File: src/single_qubit_gate_apply_macros.svh
// ----------------------------------------------------------------------------
// single qubit gate apply assertion macros
// shared concurrent assertion forms, clocked on i_clk with active-low reset
// ----------------------------------------------------------------------------
`ifndef SINGLE_QUBIT_GATE_APPLY_MACROS_SVH
`define SINGLE_QUBIT_GATE_APPLY_MACROS_SVH

// consequent checked in the same cycle
`define SQG_ASSERT_SAME(lbl, ante, cons, msg) \
    lbl: assert property (@(posedge i_clk) disable iff (!i_rst_n) (ante) |-> (cons)) \
        else $error(msg);

// consequent checked in the next cycle
`define SQG_ASSERT_NEXT(lbl, ante, cons, msg) \
    lbl: assert property (@(posedge i_clk) disable iff (!i_rst_n) (ante) |=> (cons)) \
        else $error(msg);

`endif

File: src/sqg_pkg.sv
// ----------------------------------------------------------------------------
// sqg_pkg
// shared types, register map, status codes and controller states
// ----------------------------------------------------------------------------
package sqg_pkg;

    localparam int MAX_QUBITS_DEF = 10;
    localparam int AMP_W          = 16;
    localparam int QC_W           = 4;
    localparam int GATE_W         = 32;
    localparam int PADDR_W        = 5;
    localparam int PDATA_W        = 32;
    localparam int STATUS_W       = 2;

    localparam logic FUNC_WRITE = 1'b0;
    localparam logic FUNC_READ  = 1'b1;

    localparam logic [STATUS_W-1:0] STATUS_OK         = 2'd0;
    localparam logic [STATUS_W-1:0] STATUS_BAD_INDEX  = 2'd1;
    localparam logic [STATUS_W-1:0] STATUS_BAD_TARGET = 2'd2;

    localparam logic [2:0] REG_G00    = 3'd0;
    localparam logic [2:0] REG_G01    = 3'd1;
    localparam logic [2:0] REG_G10    = 3'd2;
    localparam logic [2:0] REG_G11    = 3'd3;
    localparam logic [2:0] REG_QCOUNT = 3'd4;
    localparam logic [2:0] REG_TARGET = 3'd5;

    localparam logic [GATE_W-1:0] GATE_ONE  = 32'h4000_0000;
    localparam logic [GATE_W-1:0] GATE_ZERO = 32'h0000_0000;
    localparam logic [QC_W-1:0]   QCOUNT_RST = 4'd10;
    localparam logic [QC_W-1:0]   TARGET_RST = 4'd1;

    typedef struct packed {
        logic [GATE_W-1:0] g00;
        logic [GATE_W-1:0] g01;
        logic [GATE_W-1:0] g10;
        logic [GATE_W-1:0] g11;
        logic [QC_W-1:0]   qubit_count;
        logic [QC_W-1:0]   target_qubit;
    } t_cfg;

    typedef struct packed {
        logic accept;
        logic prod0;
        logic prod1;
        logic out_load;
    } t_cmd;

    typedef struct packed {
        logic is_read;
        logic item_err;
        logic out_free;
    } t_sts;

    typedef enum logic [3:0] {
        S_IDLE  = 4'b0001,
        S_FETCH = 4'b0010,
        S_PROD  = 4'b0100,
        S_OUT   = 4'b1000
    } t_state;

endpackage

File: src/sqg_regs.sv
// ----------------------------------------------------------------------------
// sqg_regs
// apb register file holding the gate matrix, qubit count and target qubit
// ----------------------------------------------------------------------------
module sqg_regs (
    input  logic                          i_clk,
    input  logic                          i_rst_n,
    input  logic                          psel,
    input  logic                          penable,
    input  logic                          pwrite,
    input  logic [sqg_pkg::PADDR_W-1:0]   paddr,
    input  logic [sqg_pkg::PDATA_W-1:0]   pwdata,
    output logic [sqg_pkg::PDATA_W-1:0]   prdata,
    output logic                          pready,
    output sqg_pkg::t_cfg                 o_cfg
);

    sqg_pkg::t_cfg r_cfg;
    logic          wr_en;
    logic [2:0]    reg_sel;

    assign pready  = 1'b1;
    assign wr_en   = psel & penable & pwrite;
    assign reg_sel = paddr[sqg_pkg::PADDR_W-1:2];

    always_ff @(posedge i_clk) begin
        if (!i_rst_n) begin
            r_cfg.g00          <= sqg_pkg::GATE_ONE;
            r_cfg.g01          <= sqg_pkg::GATE_ZERO;
            r_cfg.g10          <= sqg_pkg::GATE_ZERO;
            r_cfg.g11          <= sqg_pkg::GATE_ONE;
            r_cfg.qubit_count  <= sqg_pkg::QCOUNT_RST;
            r_cfg.target_qubit <= sqg_pkg::TARGET_RST;
        end else if (wr_en) begin
            case (reg_sel)
                sqg_pkg::REG_G00:    r_cfg.g00          <= pwdata;
                sqg_pkg::REG_G01:    r_cfg.g01          <= pwdata;
                sqg_pkg::REG_G10:    r_cfg.g10          <= pwdata;
                sqg_pkg::REG_G11:    r_cfg.g11          <= pwdata;
                sqg_pkg::REG_QCOUNT: r_cfg.qubit_count  <= pwdata[sqg_pkg::QC_W-1:0];
                sqg_pkg::REG_TARGET: r_cfg.target_qubit <= pwdata[sqg_pkg::QC_W-1:0];
                default: ;
            endcase
        end
    end

    always_comb begin
        case (reg_sel)
            sqg_pkg::REG_G00:    prdata = r_cfg.g00;
            sqg_pkg::REG_G01:    prdata = r_cfg.g01;
            sqg_pkg::REG_G10:    prdata = r_cfg.g10;
            sqg_pkg::REG_G11:    prdata = r_cfg.g11;
            sqg_pkg::REG_QCOUNT: prdata = sqg_pkg::PDATA_W'(r_cfg.qubit_count);
            sqg_pkg::REG_TARGET: prdata = sqg_pkg::PDATA_W'(r_cfg.target_qubit);
            default:             prdata = '0;
        endcase
    end

    assign o_cfg = r_cfg;

endmodule

File: config.mk
export PLATFORM = sky130hd
export DESIGN_NAME = sqg_regs
export DESIGN_NICKNAME = d
export VERILOG_FILES = /design/src/single_qubit_gate_apply_macros.svh /design/src/sqg_pkg.sv /design/src/sqg_regs.sv
export SDC_FILE = /design/constraint.sdc
export NUM_CORES = 1
export LEC_CHECK = 0
export ABC_AREA = 1
export BUFFER_PORTS_ARGS = -buffer_cell sky130_fd_sc_hd__buf_4
export CORE_MARGIN = 3
export CORE_UTILIZATION = 56
export CTS_CLUSTER_DIAMETER = 100
export CTS_CLUSTER_SIZE = 28
export DETAILED_ROUTE_END_ITERATION = 8
export GPL_TIMING_DRIVEN = 0
export PLACE_DENSITY = 0.86
export SLEW_MARGIN = 20
export SYNTH_ARGS = -nofsm -noshare
export SYNTH_HDL_FRONTEND = slang
export SYNTH_SLANG_ARGS = --single-unit
File: constraint.sdc
create_clock -name i_clk -period 1.5 [get_ports i_clk]
set_input_delay 0.075 -clock i_clk [delete_from_list [all_inputs] [get_ports i_clk]]
set_output_delay 0.075 -clock i_clk [all_outputs]
set_load 0.005 [all_outputs]
==> results_dict.tcl <==
set metrics [dict create \
    cts_root_buffer "clkbuf_16" \
    cp.required_ns 1.42 \
    crit_slowest_cell "nor2_4" \
    final-setup-viol-count 0 \
    gr-usage-all-layers_pct 33.9 \
    timing.rr.start "o_cfg[38]" \
    dieArea_mm2 0.0134 \
    wl_per_cell_um 16.0 \
    synth_most_common_cell "nand2_1" \
    ctsHoldBuffers 6 \
    dr_total_vias 7659 \
    synth_warnings 0 \
    vdd_drop_max_v 0.000796 \
    grt_pass1_vias 6864 \
    p_sw_uw 2030 \
    slew-limit-headroom_pct 58.9 \
    fin_crit_sh_pct 93.2 \
    viasPerCell 5.26 \
    critPathBufInv 4 \
    seq_area_frac_synth_pct 40.3 \
    htree_levels 4 \
    p_clk_share_pct 46.2 \
    period_minus_slack_ns 1.40 \
    worst-setup-path-type "input pin to output port" \
    yosys.cell_types.count 21 \
    cts_tree "yes" \
    clk_pin_slew_worst_paths_ns 0.06 \
    status "finished clean" \
    dr.first_iter.drc_count 742 \
    synth_nets 1114 \
    drive_gt1_share_pct 23.0 \
    synth_top_area_cell "dfxtp_1" \
    syn_area_per_cell_um2 6.30 \
    maxSlewViolCount 0 \
    largest_reg_flops 136 \
    crit_path_end "prdata[21]" \
    globalRouteOverflowTotal 0 \
    endpoint_kind "output port" \
    initial_utilization_pct 58.2 \
    crit_path_frequent_cell "buf_4" \
    die_w_um 116 \
    drc 0 \
    rsz0062_at_grt "no" \
    fin_skew_ns 0 \
    routed_wl_um 23200 \
    worstMarginPinSlew_ns 0.616 \
    area_growth_pct 34.2 \
    die_y_um 116 \
    grt_pass1_wl_um 35100 \
    p_per_area_mw_per_mm2 923 \
    pwr-share-seq_pct 44.2 \
    clk_latency_ns 0.42 \
    dp_hpwl_um 16100 \
    synth_edf_count 0 \
    async_reset_ff_share_pct 0 \
    crit_arrival_ns 1.32 \
    critPathLaunchType "input pin" \
    cp-startpoint "paddr[4]" \
    pin_count 211 \
    clock-sinks 136 \
    synthTopCellsByCount "nand2_1 (309), nor2_1 (297), dfxtp_1 (136)" \
    intPower_uw 6340 \
    antenna_found_initial 0 \
    reg2reg_depth 2 \
    dr.pass1.iters 5 \
    fp-row-count 39 \
    cts_made_buffers 17 \
    cap_viol_max_count 0 \
    globalplace.congestion 0.913 \
    grt_max_degree 17 \
    rrSetupSlack_ns 0.84 \
    hold_violations 0 \
    netlist_area_mm2 0.00676 \
    ant_nets 0 \
    critPathMaxFanout 10 \
    clock.fmax_mhz 715 \
    r2r-end "o_cfg[38]" \
    p_sw_share_pct 24.3 \
    cts_setup_buffers 0 \
    crit_path_max_incr_delay_ns 0.29 \
    coreArea_mm2 0.0116 \
    synth_top_area_share_pct 40.3 \
    tns_ns 0 \
    critical_path_depth 8 \
    hp-class "input pin to flop" \
    cp_top_family "buffers and inverters" \
    synth_cells 1072 \
    cts_resized 0 \
    synth-seq-cells 136 \
    total_power_uw 8370 \
    port_buffers 204 \
    synthTopCellsByArea "dfxtp_1 (40%), nand2_1 (17%), nor2_1 (17%)" \
    worst_hold_slack_ns 0.0131 \
    p_leak_uw 0.00449 \
    synthFlopType "dfxtp_1" \
    final_net_count 1343 \
    clk_path_buf_depth 2 \
    antenna_cells 0 \
    power_frac_comb_pct 9.6 \
    crit_chain "buf_4 > inv_2 > nand2_1 > nor2_4 > buf_4 > a21oi_1 > nand2_1 > buf_4" \
]
-- worst min-delay path by stage --
stage,from,end,cells past startpoint
after floorplan,pwdata[1],o_cfg[5],2
after global placement,pwdata[0],o_cfg[0],3
after detailed placement,pwdata[3],o_cfg[7],3
after CTS,pwdata[6],o_cfg[14],5
after global routing,pwdata[14],o_cfg[22],5
final,pwdata[28],o_cfg[36],5
-- per-stage QoR --
step	instances	util, %	cell area, um2	setup WS [ns]
after floorplan	1072	-	6760	0.500
after global placement	1419	72.9	8470	0.145
final	1456	78.1	9070	0.102
after global routing	1456	78.1	9070	0.0164
after CTS	1456	78.1	9070	0.135
after detailed placement	1419	72.9	8470	0.149
-- kinds of logic after synthesis --
family / after synthesis / synth area share, %
compound gates: 32 / 2.37
other cells: 1 / 0.0555
flops: 136 / 40.3
simple gates: 740 / 44.9
buf+inv: 163 / 12.3
-- layer usage --
metal	global-route usage [%]	up-vias	wire length [um]
met5	0	-	0
met1	42.7	3442	9250
met2	55.2	453	10900
li1	-	3707	-
met3	7.89	57	2360
met4	16.0	0	745
-- cell type report --
type | count | area, um2
fillers | 953 | 2550
plain buffers | 67 | 470
well taps | 143 | 179
clock buffers | 29 | 531
flip-flops and latches | 136 | 2720
inverters | 96 | 363
repair buffers | 210 | 1590
clock inverters | 2 | 10.0
multi-input cells | 773 | 3200
-- worst min-delay path, cell delays in order --
cell     delay (ns)
buf_4          0.08
inv_1          0.06
nand2_1        0.07
nand2_1        0.04
nor2_1         0.07
-- cell usage in the layout (no fill, tap or decap), drive strengths merged --
master	count
clkinv	2
nand4	8
nand2	311
nand3	115
dlygate4sd3	6
conb	1
inv	96
a21oi	29
o21ai	3
clkbuf	32
nor2	306
buf	268
dfxtp	136
-- power groups by stage --
stage	sequential [uW]	combinational, uW	clock, uW
floorplan	3770	437	0
global placement	3780	760	0
detailed placement	3780	770	0
CTS	3700	791	3850
global route	3710	873	4010
finish	3700	804	3860
Power figures use the tool's default switching activity.
