===== src/single_qubit_gate_apply_macros.svh =====
// ----------------------------------------------------------------------------
// single qubit gate apply assertion macros
// shared concurrent assertion forms, clocked on i_clk with active-low reset
// ----------------------------------------------------------------------------
`ifndef SINGLE_QUBIT_GATE_APPLY_MACROS_SVH
`define SINGLE_QUBIT_GATE_APPLY_MACROS_SVH

// consequent checked in the same cycle
`define SQG_ASSERT_SAME(lbl, ante, cons, msg) \
    lbl: assert property (@(posedge i_clk) disable iff (!i_rst_n) (ante) |-> (cons)) \
        else $error(msg);

// consequent checked in the next cycle
`define SQG_ASSERT_NEXT(lbl, ante, cons, msg) \
    lbl: assert property (@(posedge i_clk) disable iff (!i_rst_n) (ante) |=> (cons)) \
        else $error(msg);

`endif


===== src/sqg_pkg.sv =====
// ----------------------------------------------------------------------------
// sqg_pkg
// shared types, register map, status codes and controller states
// ----------------------------------------------------------------------------
package sqg_pkg;

    localparam int MAX_QUBITS_DEF = 10;
    localparam int AMP_W          = 16;
    localparam int QC_W           = 4;
    localparam int GATE_W         = 32;
    localparam int PADDR_W        = 5;
    localparam int PDATA_W        = 32;
    localparam int STATUS_W       = 2;

    localparam logic FUNC_WRITE = 1'b0;
    localparam logic FUNC_READ  = 1'b1;

    localparam logic [STATUS_W-1:0] STATUS_OK         = 2'd0;
    localparam logic [STATUS_W-1:0] STATUS_BAD_INDEX  = 2'd1;
    localparam logic [STATUS_W-1:0] STATUS_BAD_TARGET = 2'd2;

    localparam logic [2:0] REG_G00    = 3'd0;
    localparam logic [2:0] REG_G01    = 3'd1;
    localparam logic [2:0] REG_G10    = 3'd2;
    localparam logic [2:0] REG_G11    = 3'd3;
    localparam logic [2:0] REG_QCOUNT = 3'd4;
    localparam logic [2:0] REG_TARGET = 3'd5;

    localparam logic [GATE_W-1:0] GATE_ONE  = 32'h4000_0000;
    localparam logic [GATE_W-1:0] GATE_ZERO = 32'h0000_0000;
    localparam logic [QC_W-1:0]   QCOUNT_RST = 4'd10;
    localparam logic [QC_W-1:0]   TARGET_RST = 4'd1;

    typedef struct packed {
        logic [GATE_W-1:0] g00;
        logic [GATE_W-1:0] g01;
        logic [GATE_W-1:0] g10;
        logic [GATE_W-1:0] g11;
        logic [QC_W-1:0]   qubit_count;
        logic [QC_W-1:0]   target_qubit;
    } t_cfg;

    typedef struct packed {
        logic accept;
        logic prod0;
        logic prod1;
        logic out_load;
    } t_cmd;

    typedef struct packed {
        logic is_read;
        logic item_err;
        logic out_free;
    } t_sts;

    typedef enum logic [3:0] {
        S_IDLE  = 4'b0001,
        S_FETCH = 4'b0010,
        S_PROD  = 4'b0100,
        S_OUT   = 4'b1000
    } t_state;

endpackage


===== src/sqg_ctrl.sv =====
// ----------------------------------------------------------------------------
// sqg_ctrl
// controller sequencing acceptance, the two amplitude fetches and the result
// ----------------------------------------------------------------------------
`include "single_qubit_gate_apply_macros.svh"

module sqg_ctrl (
    input  logic          i_clk,
    input  logic          i_rst_n,
    input  logic          i_in_valid,
    output logic          o_in_stall,
    input  sqg_pkg::t_sts i_sts,
    output sqg_pkg::t_cmd o_cmd
);

    sqg_pkg::t_state r_state;
    sqg_pkg::t_state n_state;

    always_ff @(posedge i_clk) begin
        if (!i_rst_n) begin
            r_state <= sqg_pkg::S_IDLE;
        end else begin
            r_state <= n_state;
        end
    end

    always_comb begin
        n_state = r_state;
        o_cmd   = '0;
        case (r_state)
            sqg_pkg::S_IDLE: begin
                o_cmd.accept = i_in_valid;
                if (i_in_valid && i_sts.is_read) begin
                    n_state = i_sts.item_err ? sqg_pkg::S_OUT : sqg_pkg::S_FETCH;
                end
            end
            sqg_pkg::S_FETCH: begin
                o_cmd.prod0 = 1'b1;
                n_state     = sqg_pkg::S_PROD;
            end
            sqg_pkg::S_PROD: begin
                o_cmd.prod1 = 1'b1;
                n_state     = sqg_pkg::S_OUT;
            end
            sqg_pkg::S_OUT: begin
                if (i_sts.out_free) begin
                    o_cmd.out_load = 1'b1;
                    n_state        = sqg_pkg::S_IDLE;
                end
            end
            default: begin
                n_state = sqg_pkg::S_IDLE;
            end
        endcase
    end

    assign o_in_stall = (r_state != sqg_pkg::S_IDLE);

    `SQG_ASSERT_NEXT(a_good_read_fetches, r_state == sqg_pkg::S_IDLE && i_in_valid && i_sts.is_read && !i_sts.item_err, r_state == sqg_pkg::S_FETCH, "valid read did not start a fetch")
    `SQG_ASSERT_NEXT(a_write_stays_idle, r_state == sqg_pkg::S_IDLE && i_in_valid && !i_sts.is_read, r_state == sqg_pkg::S_IDLE, "write left the idle state")
    `SQG_ASSERT_NEXT(a_fetch_then_prod, r_state == sqg_pkg::S_FETCH, r_state == sqg_pkg::S_PROD && $past(o_cmd.prod0), "second fetch skipped")
    `SQG_ASSERT_NEXT(a_result_waits, r_state == sqg_pkg::S_OUT && !i_sts.out_free, r_state == sqg_pkg::S_OUT, "result dropped while output busy")

endmodule


===== config.mk =====
export PLATFORM = sky130hd
export DESIGN_NAME = sqg_ctrl
export DESIGN_NICKNAME = d
export VERILOG_FILES = /design/src/sqg_pkg.sv /design/src/sqg_ctrl.sv
export VERILOG_INCLUDE_DIRS = /design/src /design/src/src
export SDC_FILE = /design/constraint.sdc
export NUM_CORES = 1
export LEC_CHECK = 0
export BUFFER_PORTS_ARGS = -buffer_cell sky130_fd_sc_hd__buf_2
export CAP_MARGIN = 0
export CELL_PAD_IN_SITES_DETAIL_PLACEMENT = 1
export CELL_PAD_IN_SITES_GLOBAL_PLACEMENT = 1
export CORE_AREA = 2 2 39 41
export CTS_CLUSTER_SIZE = 25
export DETAILED_ROUTE_END_ITERATION = 12
export DIE_AREA = 0 0 41 43
export GPL_ROUTABILITY_DRIVEN = 0
export PLACE_DENSITY_LB_ADDON = 0.08
export SLEW_MARGIN = 20
export SYNTH_ARGS = -nofsm -noshare
export SYNTH_HDL_FRONTEND = slang
export SYNTH_SLANG_ARGS = --single-unit

===== constraint.sdc =====
create_clock -name i_clk -period 2 [get_ports i_clk]
set_input_delay 0.3 -clock i_clk [delete_from_list [all_inputs] [get_ports i_clk]]
set_output_delay 0.3 -clock i_clk [all_outputs]
set_load 0.03 [all_outputs]

==> results by group <==
Global routing
  • Number of antenna violations at the first check in global routing: 0
  • Total congestion overflow after global routing: 0
  • Pin count of the biggest net entering global routing: 7
  • Via count of the first global-routing pass: 260
  • GRT Resource Usage Total: a little under a tenth
  • Global-route wire length before repair: 1.041 mm

CTS
  • Clock root buffer: sky130_fd_sc_hd__clkbuf_4
  • Number of buffers created by CTS: 3
  • Maximum level of the CTS H-tree: 1
  • Post-CTS sizing: 0
  • Sink count of the clock tree: 4
  • TritonCTS clock tree: built
  • Number of setup buffers added after CTS: 0
  • Later-pin clock latency in the skew report: 0.23 ns
  • Number of hold buffers added after cts: 0
  • Clock-pin slew reported for the worst setup and hold paths after clock tree synthesis: around 0.04 ns
  • Clk buf depth: 2

Yosys
  • Average cell area after synthesis: 9.213 um^2
  • Synth area leader: sky130_fd_sc_hd__dfxtp_1
  • Post-synthesis sequential area ratio: 39.51%
  • Flip-flop cell with the highest count after synthesis: sky130_fd_sc_hd__dfxtp_1
  • Synthesis Warnings: 0
  • FFs w/ async S/R, synth: 0%
  • Number of unique standard cell types used by synthesis: 15
  • Xor and xnor fraction of the mapped netlist area: 0%
  • Synth Area in Simple Gates: 43.21%
  • Synth Cell Area: roughly 200 um^2
  • Dominant cells by area after synthesis: sky130_fd_sc_hd__dfxtp_1, sky130_fd_sc_hd__nor4b_2, sky130_fd_sc_hd__and2_1, sky130_fd_sc_hd__nand2_1, sky130_fd_sc_hd__a221o_1
  • Portion of synthesized cell area occupied by the leading cell type: between 30% and 40%
  • Dominant combinational cell family by area after synthesis: simple AND/OR/NAND/NOR gates
  • Area fraction in compound gates after synthesis: between 10% and 20%
  • Gate Count Post-Synth: 22
  • Number of enable-type register cells in the synthesized netlist: 0
  • Adder and majority cell fraction of the synthesized area: 0%
  • Post-synthesis register bit count: 4
  • Portion of netlist area occupied by mux cells: 0%
  • Syn nets: 28

STA
  • Number of hold-slack violations in the final timing report: 0
  • Clock Skews: 0.0003285 ns
  • Final worst path period need: 1.661 ns
  • Transition time of the tightest slew-check pin: 0.3467 ns
  • RSZ-0062 raised after global routing: false
  • Worst slew slack as a fraction of its limit: 76.83%
  • Number of max-slew violations in the final report: 0
  • Setup total negative slack: 0 ns
  • Setup violators final: 0
  • Maximum clock frequency: 0.6019 GHz
  • Setup slack of the critical path after layout: 0.3385 ns
  • Post-route clock period utilization: 83.07%

Status
  • Outcome: finished clean

Worst setup path
  • Setup slack of the most critical reg-to-reg path: between 0.4 and 0.5 ns
  • R2r startpoint: r_state[3]
  • Arrival time at the worst endpoint: 1.36 ns
  • Path type of the worst setup path: flip-flop to primary output
  • Maximum fanout along the worst path: 6
  • Critical path startpoint: r_state[2]
  • Startpoint kind of the worst setup timing path: flip-flop
  • Reg-to-reg endpoint: r_state[0]
  • Critical path data required time: 1.70 ns
  • Worst-case reg-to-reg path depth: 3
  • Critical Path Sink Type: primary output

Layout
  • Registers with the highest flip-flop counts: r_state x4
  • Nets: 44
  • Share of cells above drive strength 1: between 40% and 50%
  • Number of flip-flops in the largest register: 4
  • Syn-to-layout area delta: 52.47%
  • Diode insertion count for antenna repair: 0
  • Final Util: between 20 and 25%
  • Post-Layout Cell Count: 52
  • Top reg by flops: r_state

Detailed routing
  • Final Routed Wirelength: 599 um
  • Count of antenna-violating nets left after detailed routing: 0
  • Iteration-0 DRC count of the detailed router: 1
  • Vias/cell: 4.462
  • Routed WL per cell: ~12 um
  • M1 WL: 204 um
  • Metal3 WL: ~28 um
  • DRC viols: 0
  • Number of optimization iterations in the first detailed-route pass: 4
  • Uppermost routed layer: met4
  • Met2 WL: 358 um
  • Vias after detailed routing: 232

Floorplan
  • Row count: 14
  • Starting density of the core: ~15%
  • Die outline width: 41 um
  • Core Area: 1384 um^2
  • Die area: 1763 um^2
  • Die height: 43 um
  • I/O pin count: 11

Place
  • Port-buffer cells: 10
  • Post-Place Cells: between 40 and 50
  • Pre-CTS setup slack: 0.4683 ns
  • Dpl hpwl: 530.1 um

Hold path
  • Worst min-delay path category: input pin to flip-flop
  • Hold endpoint: r_state[2]
  • Hold Crit Start: i_rst_n
  • Worst Hold Path Cells: 2

Pwr
  • Peak supply drop: 0.1770 mV
  • LEAKAGE: 0.1425 nW
  • Pwr dens: 814.0 nW/um^2

Job
  • Number of maximum-capacitance constraint violations: 0
[worst max-delay path by stage]
stage / end / slack (ns)
after detailed placement: r_state[0] / 0.47
after CTS: o_cmd[3] / 0.31
after global routing: o_cmd[3] / 0.22
after floorplan: o_cmd[0] / 0.36
final: o_cmd[3] / 0.34
after global placement: r_state[0] / 0.50
[layout make-up]
type / instances / area, um^2
multi-input cells: 16 / 121.4
well taps: 16 / 20.02
repair buffers: 11 / 57.56
fillers: 171 / 1075
clock buffers: 3 / 22.52
flip-flops and latches: 4 / 80.08
inverters: 2 / 7.507
[cells in the final DEF (no fill, tap or decap), types with 2 or more instances in the layout]
cell                       netlist  layout
sky130_fd_sc_hd__and2_1          2       2
sky130_fd_sc_hd__buf_2           0      10
sky130_fd_sc_hd__clkbuf_4        0       3
sky130_fd_sc_hd__dfxtp_1         4       4
sky130_fd_sc_hd__inv_1           2       2
sky130_fd_sc_hd__nand2_1         3       3
sky130_fd_sc_hd__nor4b_2         1       2
[stage by stage]
step	area (um^2)	power (mW)	hold slack, ns
after global placement	286.5	0.1550	0.5475
after floorplan	209.0	0.1311	0.4217
after CTS	309.0	0.2608	0.3104
after global routing	309.0	0.2666	0.3275
after detailed placement	286.5	0.1568	0.5570
final	309.0	0.2516	0.3135
[power breakdown]
group	internal [mW]	leakage, nW	total, mW	switching, mW
Combinational	0.0267	0.0961	0.0615	0.0348
Clock	0.0670	0.0138	0.0974	0.0305
Sequential	0.0855	0.0326	0.0927	0.00714
Total	0.179	0.143	0.252	0.0724
[kinds of logic (layout without fill, tap and decap cells)]
logic type      after synthesis  count (layout)
compound gates                3               3
flops                         4               4
buf+inv                       2              16
simple gates                 13              13
[Yosys cell counts (2+ instances only)]
master,count
sky130_fd_sc_hd__inv_1,2
sky130_fd_sc_hd__dfxtp_1,4
sky130_fd_sc_hd__and2_1,2
sky130_fd_sc_hd__nand2_1,3
[routing by layer]
| metal | up-vias | GRT usage (%) |
|---|---|---|
| li1 | 112 | - |
| met1 | 108 | 8.065 |
| met2 | 10 | 15.31 |
| met3 | 2 | 1.571 |
| met4 | 0 | 12.00 |
| met5 | - | 0 |
[worst max-delay path: stages (launching register included)]
cell,delay (ns)
sky130_fd_sc_hd__dfxtp_1,0.35
sky130_fd_sc_hd__nor4b_2,0.28
sky130_fd_sc_hd__buf_4,0.17
sky130_fd_sc_hd__and2_1,0.13
sky130_fd_sc_hd__buf_2,0.19
No activity file was read; power rests on OpenSTA's default activity.
